**src/sv/adsr_pkg.sv**
```systemverilog
// shared types and constants for the adsr square wave generator
package adsr_pkg;

	typedef enum logic [2:0] {
		ST_OFF     = 3'd0,
		ST_ATTACK  = 3'd1,
		ST_DECAY   = 3'd2,
		ST_SUSTAIN = 3'd3,
		ST_RELEASE = 3'd4
	} stage_t;

	typedef enum logic [2:0] {
		SQ_IDLE,
		SQ_MUL,
		SQ_PRE,
		SQ_DIV,
		SQ_ENV,
		SQ_RAMP,
		SQ_FIN
	} seq_t;

	localparam int CFG_IDX_W = 3;

	localparam logic [CFG_IDX_W-1:0] CFG_ATTACK  = 3'd0;
	localparam logic [CFG_IDX_W-1:0] CFG_DECAY   = 3'd1;
	localparam logic [CFG_IDX_W-1:0] CFG_RELEASE = 3'd2;
	localparam logic [CFG_IDX_W-1:0] CFG_SUSTAIN = 3'd3;
	localparam logic [CFG_IDX_W-1:0] CFG_PHASE   = 3'd4;

	// three times the positive and negative full-scale magnitudes
	localparam int K_W = 33;
	localparam logic [K_W-1:0] K_POS = 33'd6442450941;
	localparam logic [K_W-1:0] K_NEG = 33'd6442450944;

	localparam int QMW  = 32;
	localparam int CNTW = 6;

endpackage

```
**src/sv/adsr_square_wave_generator_top.sv**
```systemverilog
// square wave generator with linear adsr envelope, bit-serial multiply and divide
// A tick word yields one signed sample followed by one envelope step; a set-stage
// word with a stage code up to release changes the envelope stage and yields
// nothing; other codes are ignored. A set-stage word leaves the sequencer idle. A
// tick runs a multiply, a prepare step and a divide for the sample, then an envelope
// step; when the stage ramps, a multiply, a prepare step, a divide and a ramp step
// follow; last the output register is loaded. A zero attack takes the envelope step
// twice, falling through into decay. The time is set by the single shared shift-add
// multiplier (one multiplier bit a cycle) and the restoring divider (one quotient
// bit a cycle) that serve both the sample scaling and the ramp ratio. A word is
// taken while a sample sits in the output register, not while one waits to load.
module adsr_square_wave_generator_top #(
	parameter int LEVEL_BITS    = 16,
	parameter int DURATION_BITS = 24
) (
	input  logic                           clk,
	input  logic                           arst_n,
	input  logic                           s_tvalid,
	output logic                           s_tready,
	input  logic [7:0]                     s_tdata,   // new_stage
	input  logic                           s_tuser,   // func
	output logic                           m_tvalid,
	input  logic                           m_tready,
	output logic [39:0]                    m_tdata,   // sample, stage
	input  logic                           cfg_wen,
	input  logic [adsr_pkg::CFG_IDX_W-1:0] cfg_index,
	input  logic [31:0]                    cfg_data
);
	import adsr_pkg::*;

	localparam int LB  = LEVEL_BITS;
	localparam int DB  = DURATION_BITS;
	localparam int LW  = LB + 1;
	localparam int MBW = (DB > K_W) ? DB : K_W;
	localparam int PW  = LW + MBW;
	localparam int VW  = (DB > LB + 4) ? DB : LB + 4;
	localparam int SW  = (LW > 17) ? LW : 17;

	localparam logic [LW-1:0] FULL       = {1'b1, {LB{1'b0}}};
	localparam logic [VW-1:0] SAMPLE_DIV = VW'(64'd10 << LB);

	seq_t state_q, state_d;

	logic [DB-1:0] att_q, dec_q, rel_q;
	logic [16:0]   sus_q;
	logic [31:0]   step_q;

	stage_t        stage_q;
	logic [LW-1:0] level_q;
	logic [LW-1:0] start_q;
	logic [DB-1:0] elapsed_q;
	logic [31:0]   phase_q;

	logic            op_ramp_q;
	logic            neg_q;
	logic            r_add_q;
	logic            r_end_q;
	stage_t          r_next_q;
	logic [CNTW-1:0] cnt_q;
	logic            m_valid_q;

	logic [LW-1:0]  mr_q;
	logic [MBW-1:0] mc_q;
	logic [PW-1:0]  p_q;
	logic [VW-1:0]  dv_q;
	logic [VW-1:0]  rem_q;
	logic [QMW-1:0] qs_q;
	logic [31:0]    sample_q;
	logic [34:0]    m_data_q;

	logic [DB-1:0] dur_w;
	logic [DB-1:0] dur;
	logic [DB-1:0] e_inc;
	logic [DB-1:0] e_use;
	logic          e_end;
	logic [LW-1:0] span;
	logic          add;
	stage_t        nxt;
	logic          ramp_go;
	logic [SW-1:0] sus_ext;
	logic [LW-1:0] sus_lvl;
	logic [VW:0]   trial;
	logic          ge;
	logic [LW-1:0] q_lvl;
	logic [LW-1:0] lvl_new;
	logic          accept;
	logic          out_load;
	logic [2:0]    ns;

	assign dur_w   = DB'({8'h00, cfg_data[23:0]});
	assign sus_ext = SW'(sus_q);
	assign sus_lvl = (sus_ext > SW'(FULL)) ? FULL : LW'(sus_ext);
	assign e_inc   = (&elapsed_q) ? elapsed_q : elapsed_q + DB'(1);
	assign e_end   = e_inc >= dur;
	assign e_use   = (e_inc > dur) ? dur : e_inc;
	assign trial   = {rem_q, qs_q[QMW-1]};
	assign ge      = trial >= {1'b0, dv_q};
	assign q_lvl   = qs_q[LW-1:0];
	assign lvl_new = r_add_q ? start_q + q_lvl : start_q - q_lvl;
	assign accept  = s_tvalid && s_tready;
	assign ns      = s_tdata[2:0];
	assign m_tvalid = m_valid_q;
	assign m_tdata  = {5'b00000, m_data_q};

	always_comb begin
		dur  = '0;
		span = '0;
		add  = 1'b0;
		nxt  = stage_q;
		unique case (stage_q)
			ST_ATTACK: begin
				dur  = att_q;
				span = FULL - start_q;
				add  = 1'b1;
				nxt  = ST_DECAY;
			end
			ST_DECAY: begin
				dur = dec_q;
				nxt = ST_SUSTAIN;
				if (start_q >= sus_lvl) begin
					span = start_q - sus_lvl;
				end else begin
					span = sus_lvl - start_q;
					add  = 1'b1;
				end
			end
			ST_RELEASE: begin
				dur  = rel_q;
				span = start_q;
				nxt  = ST_OFF;
			end
			default: begin
				dur = '0;
			end
		endcase
		ramp_go = (stage_q == ST_ATTACK || stage_q == ST_DECAY || stage_q == ST_RELEASE)
			&& (dur != '0);
	end

	always_ff @(posedge clk or negedge arst_n) begin
		if (!arst_n) begin
			state_q <= SQ_IDLE;
		end else begin
			state_q <= state_d;
		end
	end

	always_comb begin
		state_d  = state_q;
		s_tready = 1'b0;
		out_load = 1'b0;
		unique case (state_q)
			SQ_IDLE: begin
				s_tready = 1'b1;
				if (accept && !s_tuser) begin
					state_d = SQ_MUL;
				end
			end
			SQ_MUL: begin
				if (cnt_q == CNTW'(1)) begin
					state_d = SQ_PRE;
				end
			end
			SQ_PRE: begin
				state_d = SQ_DIV;
			end
			SQ_DIV: begin
				if (cnt_q == CNTW'(1)) begin
					state_d = op_ramp_q ? SQ_RAMP : SQ_ENV;
				end
			end
			SQ_ENV: begin
				priority if (ramp_go) begin
					state_d = SQ_MUL;
				end else if (stage_q == ST_ATTACK) begin
					state_d = SQ_ENV;
				end else begin
					state_d = SQ_FIN;
				end
			end
			SQ_RAMP: begin
				state_d = SQ_FIN;
			end
			SQ_FIN: begin
				if (!m_valid_q || m_tready) begin
					out_load = 1'b1;
					state_d  = SQ_IDLE;
				end
			end
			default: begin
				state_d = SQ_IDLE;
			end
		endcase
	end

	// configuration, envelope state and sequencer control
	always_ff @(posedge clk or negedge arst_n) begin
		if (!arst_n) begin
			att_q     <= DB'(32'd960);
			dec_q     <= DB'(32'd960);
			rel_q     <= DB'(32'd38400);
			sus_q     <= 17'd65536;
			step_q    <= 32'd4921317;
			stage_q   <= ST_OFF;
			level_q   <= '0;
			start_q   <= '0;
			elapsed_q <= '0;
			phase_q   <= '0;
			op_ramp_q <= 1'b0;
			neg_q     <= 1'b0;
			r_add_q   <= 1'b0;
			r_end_q   <= 1'b0;
			r_next_q  <= ST_OFF;
			cnt_q     <= '0;
			m_valid_q <= 1'b0;
		end else begin
			if (cfg_wen) begin
				unique case (cfg_index)
					CFG_ATTACK:  att_q  <= dur_w;
					CFG_DECAY:   dec_q  <= dur_w;
					CFG_RELEASE: rel_q  <= dur_w;
					CFG_SUSTAIN: sus_q  <= cfg_data[16:0];
					CFG_PHASE:   step_q <= cfg_data;
					default: ;
				endcase
			end

			if (out_load) begin
				m_valid_q <= 1'b1;
			end else if (m_tready) begin
				m_valid_q <= 1'b0;
			end

			unique case (state_q)
				SQ_IDLE: begin
					if (accept) begin
						if (s_tuser) begin
							if (ns <= 3'(ST_RELEASE)) begin
								stage_q   <= stage_t'(ns);
								elapsed_q <= '0;
								start_q   <= level_q;
							end
						end else begin
							phase_q   <= phase_q + step_q;
							neg_q     <= phase_q[31];
							op_ramp_q <= 1'b0;
							cnt_q     <= CNTW'(LW);
						end
					end
				end
				SQ_MUL, SQ_DIV: begin
					cnt_q <= cnt_q - CNTW'(1);
				end
				SQ_PRE: begin
					cnt_q <= op_ramp_q ? CNTW'(LW) : CNTW'(QMW);
				end
				SQ_ENV: begin
					if (ramp_go) begin
						elapsed_q <= e_inc;
						op_ramp_q <= 1'b1;
						r_add_q   <= add;
						r_end_q   <= e_end;
						r_next_q  <= nxt;
						cnt_q     <= CNTW'(LW);
					end else begin
						unique case (stage_q)
							ST_ATTACK: begin
								level_q   <= FULL;
								stage_q   <= ST_DECAY;
								elapsed_q <= '0;
								start_q   <= FULL;
							end
							ST_DECAY: begin
								level_q   <= sus_lvl;
								stage_q   <= ST_SUSTAIN;
								elapsed_q <= '0;
								start_q   <= sus_lvl;
							end
							ST_SUSTAIN: begin
								level_q <= sus_lvl;
							end
							ST_RELEASE: begin
								level_q   <= '0;
								stage_q   <= ST_OFF;
								elapsed_q <= '0;
								start_q   <= '0;
							end
							default: begin
								level_q <= '0;
							end
						endcase
					end
				end
				SQ_RAMP: begin
					level_q <= lvl_new;
					if (r_end_q) begin
						stage_q   <= r_next_q;
						elapsed_q <= '0;
						start_q   <= lvl_new;
					end
				end
				default: ;
			endcase
		end
	end

	// serial multiply and divide datapath
	always_ff @(posedge clk) begin
		unique case (state_q)
			SQ_IDLE: begin
				mr_q <= level_q;
				mc_q <= MBW'(phase_q[31] ? K_NEG : K_POS);
				dv_q <= SAMPLE_DIV;
				p_q  <= '0;
			end
			SQ_MUL: begin
				p_q  <= (p_q << 1) + (mr_q[LW-1] ? PW'(mc_q) : PW'(0));
				mr_q <= mr_q << 1;
			end
			SQ_PRE: begin
				if (op_ramp_q) begin
					rem_q <= VW'(p_q >> LW);
					qs_q  <= {p_q[LW-1:0], {(QMW-LW){1'b0}}};
				end else begin
					rem_q <= VW'(p_q >> QMW);
					qs_q  <= p_q[QMW-1:0];
				end
			end
			SQ_DIV: begin
				rem_q <= ge ? VW'(trial - {1'b0, dv_q}) : trial[VW-1:0];
				qs_q  <= {qs_q[QMW-2:0], ge};
			end
			SQ_ENV: begin
				if (!op_ramp_q) begin
					sample_q <= neg_q ? 32'd0 - qs_q : qs_q;
				end
				mr_q <= span;
				mc_q <= MBW'(e_use);
				dv_q <= VW'(dur);
				p_q  <= '0;
			end
			SQ_FIN: begin
				if (out_load) begin
					m_data_q <= {stage_q, sample_q};
				end
			end
			default: ;
		endcase
	end

endmodule

```
**config.mk**
```make
export PLATFORM = sky130hd
export DESIGN_NAME = adsr_square_wave_generator_top
export DESIGN_NICKNAME = d
export VERILOG_FILES = /design/src/sv/adsr_pkg.sv /design/src/sv/adsr_square_wave_generator_top.sv
export SDC_FILE = /design/constraint.sdc
export NUM_CORES = 1
export LEC_CHECK = 0
export ABC_AREA = 0
export BUFFER_PORTS_ARGS = -buffer_cell sky130_fd_sc_hd__buf_2
export CORE_UTILIZATION = 60
export DETAILED_ROUTE_END_ITERATION = 8
export PLACE_DENSITY_LB_ADDON = 0.05
export SLEW_MARGIN = 40
export SYNTH_ARGS = -nofsm -noshare
export SYNTH_HDL_FRONTEND = slang
export SYNTH_SLANG_ARGS = --single-unit
```
**constraint.sdc**
```tcl
create_clock -name clk -period 9.7 [get_ports clk]
set_clock_uncertainty 0.15 [all_clocks]
set_input_delay 0.485 -clock clk [delete_from_list [all_inputs] [get_ports clk]]
set_output_delay 0.485 -clock clk [all_outputs]
set_load 0.03 [all_outputs]
```
== Word-level counts from Yosys, hierarchy flattened ==
Cells that the tools add are included.

* Input port bits: 49
* Output and inout bits: 42
* Register bits after elaboration: 478

* Mux-type cells: 67
* Bitwise logic cells: 2
* Add/subtract/negate cells: 11
* Reduce and logical (&&, ||, !) cells: 40
* Magnitude comparators: 6
* Eq/ne operators: 28

{| class="wikitable"
|+ Operators with widths
! operator !! number
|-
| $mux W24 || 10
|-
| $pmux W17 S3 || 4
|-
| $mux W17 || 9
|-
| $pmux W24 S3 || 2
|-
| $pmux W50 S2 || 1
|-
| $mux W32 || 3
|-
| $pmux W24 S2 || 2
|-
| $pmux W17 S2 || 2
|-
| $pmux W33 S2 || 1
|-
| $pmux W32 S2 || 1
|-
| $sub A17 B17 Y17 || 3
|-
| $add A50 B33 Y50 || 1
|-
| $mux W33 || 1
|-
| $add A32 B32 Y32 || 1
|-
| $sub A1 B32 Y32 const A || 1
|-
| $mux W3 || 10
|-
| $ge A25 B24 Y1 || 1
|-
| $add A24 B1 Y24 const B || 1
|-
| $ge A24 B24 Y1 || 1
|-
| $gt A24 B24 Y1 || 1
|-
| $mux W6 || 4
|-
| $pmux W6 S4 || 1
|-
| $reduce_and A24 Y1 || 1
|-
| $reduce_bool A24 Y1 || 1
|-
| 34 further kinds || 91
|}

== Logic depth before layout (Yosys ltp) ==
* Word-level depth: 6
* Depth in mapped cells: 23
* Depth with buffers taken out: 20

== Least setup slack after synthesis ==
OpenSTA, ideal clock, no wires.

* Kind: register to register
* Start point: register state_q[2]
* End point: register rem_q[3] (data pin)
* Slack: 5200 ps
* Cell stages (with the launch flop): 6
* Clock period less this slack: 4500 ps
* Required time: 9280 ps
* Library setup time: 270 ps
* Arrival time: 4080 ps
* Cell sequence: dfrtp_1 -> nor2b_1 -> nand2_1 -> clkbuf_1 -> a211oi_1 -> a21oi_1

* Word-level cells in the longest chain between the ends: 2

{| class="wikitable"
|+ Ends and longest elaborated chain
! element !! RTL line !! source
|-
| start: declaration || adsr_square_wave_generator_top.sv:42 || <nowiki>seq_t state_q, state_d;</nowiki>
|-
| start signal: assignment || adsr_square_wave_generator_top.sv:144 || <nowiki>state_q <= state_d;</nowiki>
|-
| $eq A3 B2 Y1 || adsr_square_wave_generator_top.sv:309 || <nowiki>unique case (state_q)</nowiki>
|-
| $pmux W24 S2 * || adsr_square_wave_generator_top.sv:309 ||
|-
| end signal: assignment || adsr_square_wave_generator_top.sv:322 || <nowiki>rem_q <= VW'(p_q >> LW);</nowiki>
|-
| end signal: assignment || adsr_square_wave_generator_top.sv:325 || <nowiki>rem_q <= VW'(p_q >> QMW);</nowiki>
|-
| end signal: assignment || adsr_square_wave_generator_top.sv:330 || <nowiki>rem_q <= ge ? VW'(trial - {1'b0, dv_q}) : trial[VW-1:0];</nowiki>
|-
| end: declaration || adsr_square_wave_generator_top.sv:66 || <nowiki>logic [VW-1:0] rem_q;</nowiki>
|}

Mark *: on every way between the ends. The rest lies on a longest branch, timed or not.
A chain may end at the register's enable or synchronous reset.

== Worst setup path after layout ==
* Start point: register elapsed_q[19]
* End point: register mc_q[17] (data pin)

* Word-level cells in the longest chain between the ends: 5

{| class="wikitable"
|+ Ends and longest elaborated chain
! element !! RTL line !! source
|-
| start: declaration || adsr_square_wave_generator_top.sv:51 || <nowiki>logic [DB-1:0] elapsed_q;</nowiki>
|-
| start signal: assignment || adsr_square_wave_generator_top.sv:259 || <nowiki>elapsed_q <= e_inc;</nowiki>
|-
| $add A24 B1 Y24 / $reduce_and A24 Y1 (equally long branches) || adsr_square_wave_generator_top.sv:93 || <nowiki>assign e_inc = (&elapsed_q) ? elapsed_q : elapsed_q + DB'(1);</nowiki>
|-
| $mux W24 * || adsr_square_wave_generator_top.sv:93 ||
|-
| $gt A24 B24 Y1 || adsr_square_wave_generator_top.sv:95 || <nowiki>assign e_use = (e_inc > dur) ? dur : e_inc;</nowiki>
|-
| $mux W24 * || adsr_square_wave_generator_top.sv:95 ||
|-
| $pmux W33 S2 * || adsr_square_wave_generator_top.sv:309 ||
|-
| end signal: assignment || adsr_square_wave_generator_top.sv:312 || <nowiki>mc_q <= MBW'(phase_q[31] ? K_NEG : K_POS);</nowiki>
|-
| end signal: assignment || adsr_square_wave_generator_top.sv:338 || <nowiki>mc_q <= MBW'(e_use);</nowiki>
|-
| end: declaration || adsr_square_wave_generator_top.sv:63 || <nowiki>logic [MBW-1:0] mc_q;</nowiki>
|}

Marked as above.

==> results_dict.tcl <==
set metrics [dict create \
    reg2reg_to "mc_q[17]" \
    dr_total_vias 23500 \
    synth_cell_types 91 \
    max_cap_violations 0 \
    clockRootBuffer "clkbuf_16" \
    worstPathMaxFanout 23 \
    synth_top_family_by_area "compound AO/OA/AOI/OAI gates" \
    syn_avg_cell_area_um2 9.83 \
    layout_commonest_cell "nand2_1" \
    clock-sinks 472 \
    die_x_um 224 \
    synth_flop_cell "edfxtp_1" \
    peakVddDrop_mv 0.214 \
    h-tree-depth 2 \
    outcome "completed" \
    via_per_inst 6.31 \
    finalSetupTns_ns 0 \
    slew_viol_final 0 \
    synth.yosys.seq_area_share 0.443 \
    synth_compound_area_frac 0.176 \
    fmax_ghz 0.178 \
    grt_pass1_wl_um 125000 \
    synthesis.area_um2 29500 \
    synth.area.mux_share 0.0661 \
    rr_startpoint "elapsed_q[19]" \
    clk_pin_slew_ns 0.06 \
    overflow 0 \
    setup_slack_ns 4.08 \
    cts_max_path_buffers 3 \
    core_area_um2 48100 \
    fin_crit_ns 5.62 \
    ys_ff_latch 472 \
    ant_nets 0 \
    crit_start "elapsed_q[19]" \
    rows 80 \
    dpl.hpwl_um 58700 \
    rsz0062_at_grt "no" \
    synth-async-reset-ratio 0.489 \
    diodes 0 \
    routed_wl_um 78800 \
    start_util 0.612 \
    min_period_over_period 0.579 \
    die_h_um 224 \
    num_io_pins 91 \
    synthSimpleGateAreaFrac 0.156 \
    synthAdderAreaFrac 0.0737 \
    startpoint_type "flip-flop" \
    cp.arrival_ns 5.82 \
    cp.required_ns 9.90 \
    layout_common_cells "292 x nand2_1, 241 x edfxtp_1, 203 x dfrtp_1" \
    grt_max_degree 92 \
    hold_class "in2reg" \
    drt_iter0_drc 2081 \
    powerDensity_nw_per_um2 394 \
    crit_end "mc_q[17]" \
    routedWlPerCell_um 21.2 \
    drt_first_pass_iters 8 \
    clock_latency_ns 0.61 \
    path_class "reg2reg" \
    place_ws_ns 4.19 \
    grt_pass1_vias 22800 \
    io_buffer_count 80 \
    slew_headroom 0.386 \
    hold_viol 0 \
    p_leak_uw 0.0133 \
    drc 0 \
    worstMarginPinSlew_ns 0.918 \
    post_route_cells_drive_above_1_share 0.132 \
    gr-usage-all-layers 0.317 \
    num-nets-final 3246 \
    synthCells 2999 \
    ctsResizeCount 0 \
    cp-end-kind "flip-flop" \
    yosys_warnings 0 \
    dieArea_um2 50000 \
    synthXorXnorAreaFrac 0.0475 \
    gp_congestion 0.940 \
    area_growth_pct 9.71 \
    numCtsBuffers 52 \
    grt_antenna_before_repair 0 \
    cts_tree "built" \
    reg2reg_depth 17 \
    setup_viol 0 \
    synth-edff-count 241 \
    r2r_setup_slack_ns 4.08 \
]
[cell families (layout without fill, tap and decap cells)]
logic type / Yosys count / after routing
AO/OA/AOI/OAI: 803 / 803
XOR/XNOR: 160 / 160
adder cells (fa/ha/maj): 170 / 170
buffers and inverters: 284 / 351
flip-flops: 472 / 472
multiplexers: 178 / 178
other: 1 / 5
AND/OR/NAND/NOR: 931 / 931
[registers in the layout (all words and copies together), names as in the netlist, 3 cells and up]
signal,count
elapsed_q,24
p_q,50
m_data_q,35
att_q,24
stage_q,3
r_next_q,3
dv_q,24
phase_q,32
mc_q,27
cnt_q,6
qs_q,32
sample_q,32
start_q,17
dec_q,24
level_q,17
rem_q,24
mr_q,17
rel_q,24
state_q,3
sus_ext,17
step_q,32
[routing by layer]
metal / GRT usage / vias up / routed length, um
li1: - / 11100 / -
met1: 0.438 / 11400 / 34600
met2: 0.509 / 882 / 36200
met3: 0.0445 / 153 / 5370
met4: 0.117 / 0 / 2690
met5: 0 / - / 0
[per-stage QoR]
step	utilization	std cells	hold slack (ns)	instance area, um^2	power, uW
after floorplan	-	3003	0.0394	29500	8760
after global placement	0.631	3618	0.250	30400	10300
after detailed placement	0.633	3619	0.255	30500	10600
after CTS	0.672	3726	0.00243	32300	12600
after global routing	0.672	3726	0.0244	32300	13600
final	0.672	3726	0.0320	32300	12700
[cell type report]
type | count | area (um^2)
Clock inverter | 33 | 334
Multi-Input combinational cell | 2247 | 15400
Inverter | 131 | 493
Tap cell | 656 | 821
Fill cell | 3760 | 15800
Timing Repair Buffer | 123 | 786
Sequential cell | 472 | 13100
Clock buffer | 64 | 1430
[worst min path at each step]
stage	startpoint	to	slack, ns	cells after the start
floorplan	arst_n	att_q[0]	0.04	0
global placement	sample_q[21]	m_data_q[21]	0.25	0
detailed placement	sample_q[23]	m_data_q[23]	0.26	0
CTS	cfg_data[20]	rel_q[20]	0.002	2
global route	cfg_data[22]	att_q[22]	0.02	2
finish	cfg_data[22]	rel_q[22]	0.03	2
[power breakdown]
part | internal [uW] | switching [uW]
Sequential | 3160 | 720
Combinational | 2650 | 4180
Clock | 1210 | 823
Total | 7020 | 5720
[critical path, cell delays in order, from the launching register on]
cell and delay [ns]:
dfrtp_1 0.44, and4_1 0.23, and3_1 0.21, and3_1 0.21, nor3_1 0.53, and2_1 0.28
and3b_1 0.28, nand3_1 0.12, xor2_1 0.33, inv_1 0.08, ha_1 0.30, nand4_1 0.09
nor2_1 0.19, nand3_1 0.20, a211oi_1 0.40, or3_1 0.63, nand2_1 0.25, a311o_1 0.42
[Yosys cell counts (all sizes together) (18+ instances only)]
library cell  instances  share of area
nand4                22         0.0047
nand3                74          0.013
nor3                 51         0.0087
edfxtp              241           0.25
mux2i                48          0.016
nor4                 18         0.0042
ha                  164          0.070
a222oi               19         0.0064
o31ai                25         0.0065
inv                 130          0.017
a31oi                24         0.0053
a21oi               193          0.033
mux2                130          0.050
clkbuf              116          0.015
dfstp                26          0.023
o211ai               27         0.0069
a22oi                23         0.0059
o21ai               222          0.038
or3                  42         0.0093
xnor2                94          0.028
dfrtp               205           0.17
nand2               293          0.037
nand2b               28         0.0059
and3                 30         0.0064
o21a                 31         0.0079
nand3b               49          0.012
nor2                197          0.025
xor2                 66          0.020
a21o                 69          0.018
nor2b                28         0.0059
buf                  37         0.0064
and2                 50          0.011
a211oi               44          0.012
[repair_timing]
item | CTS | global route
hold endpoints to repair | 88 | 0
hold buffers | 10 | 0
setup buffers | 0 | 0
No activity file was read; power rests on OpenSTA's default activity.
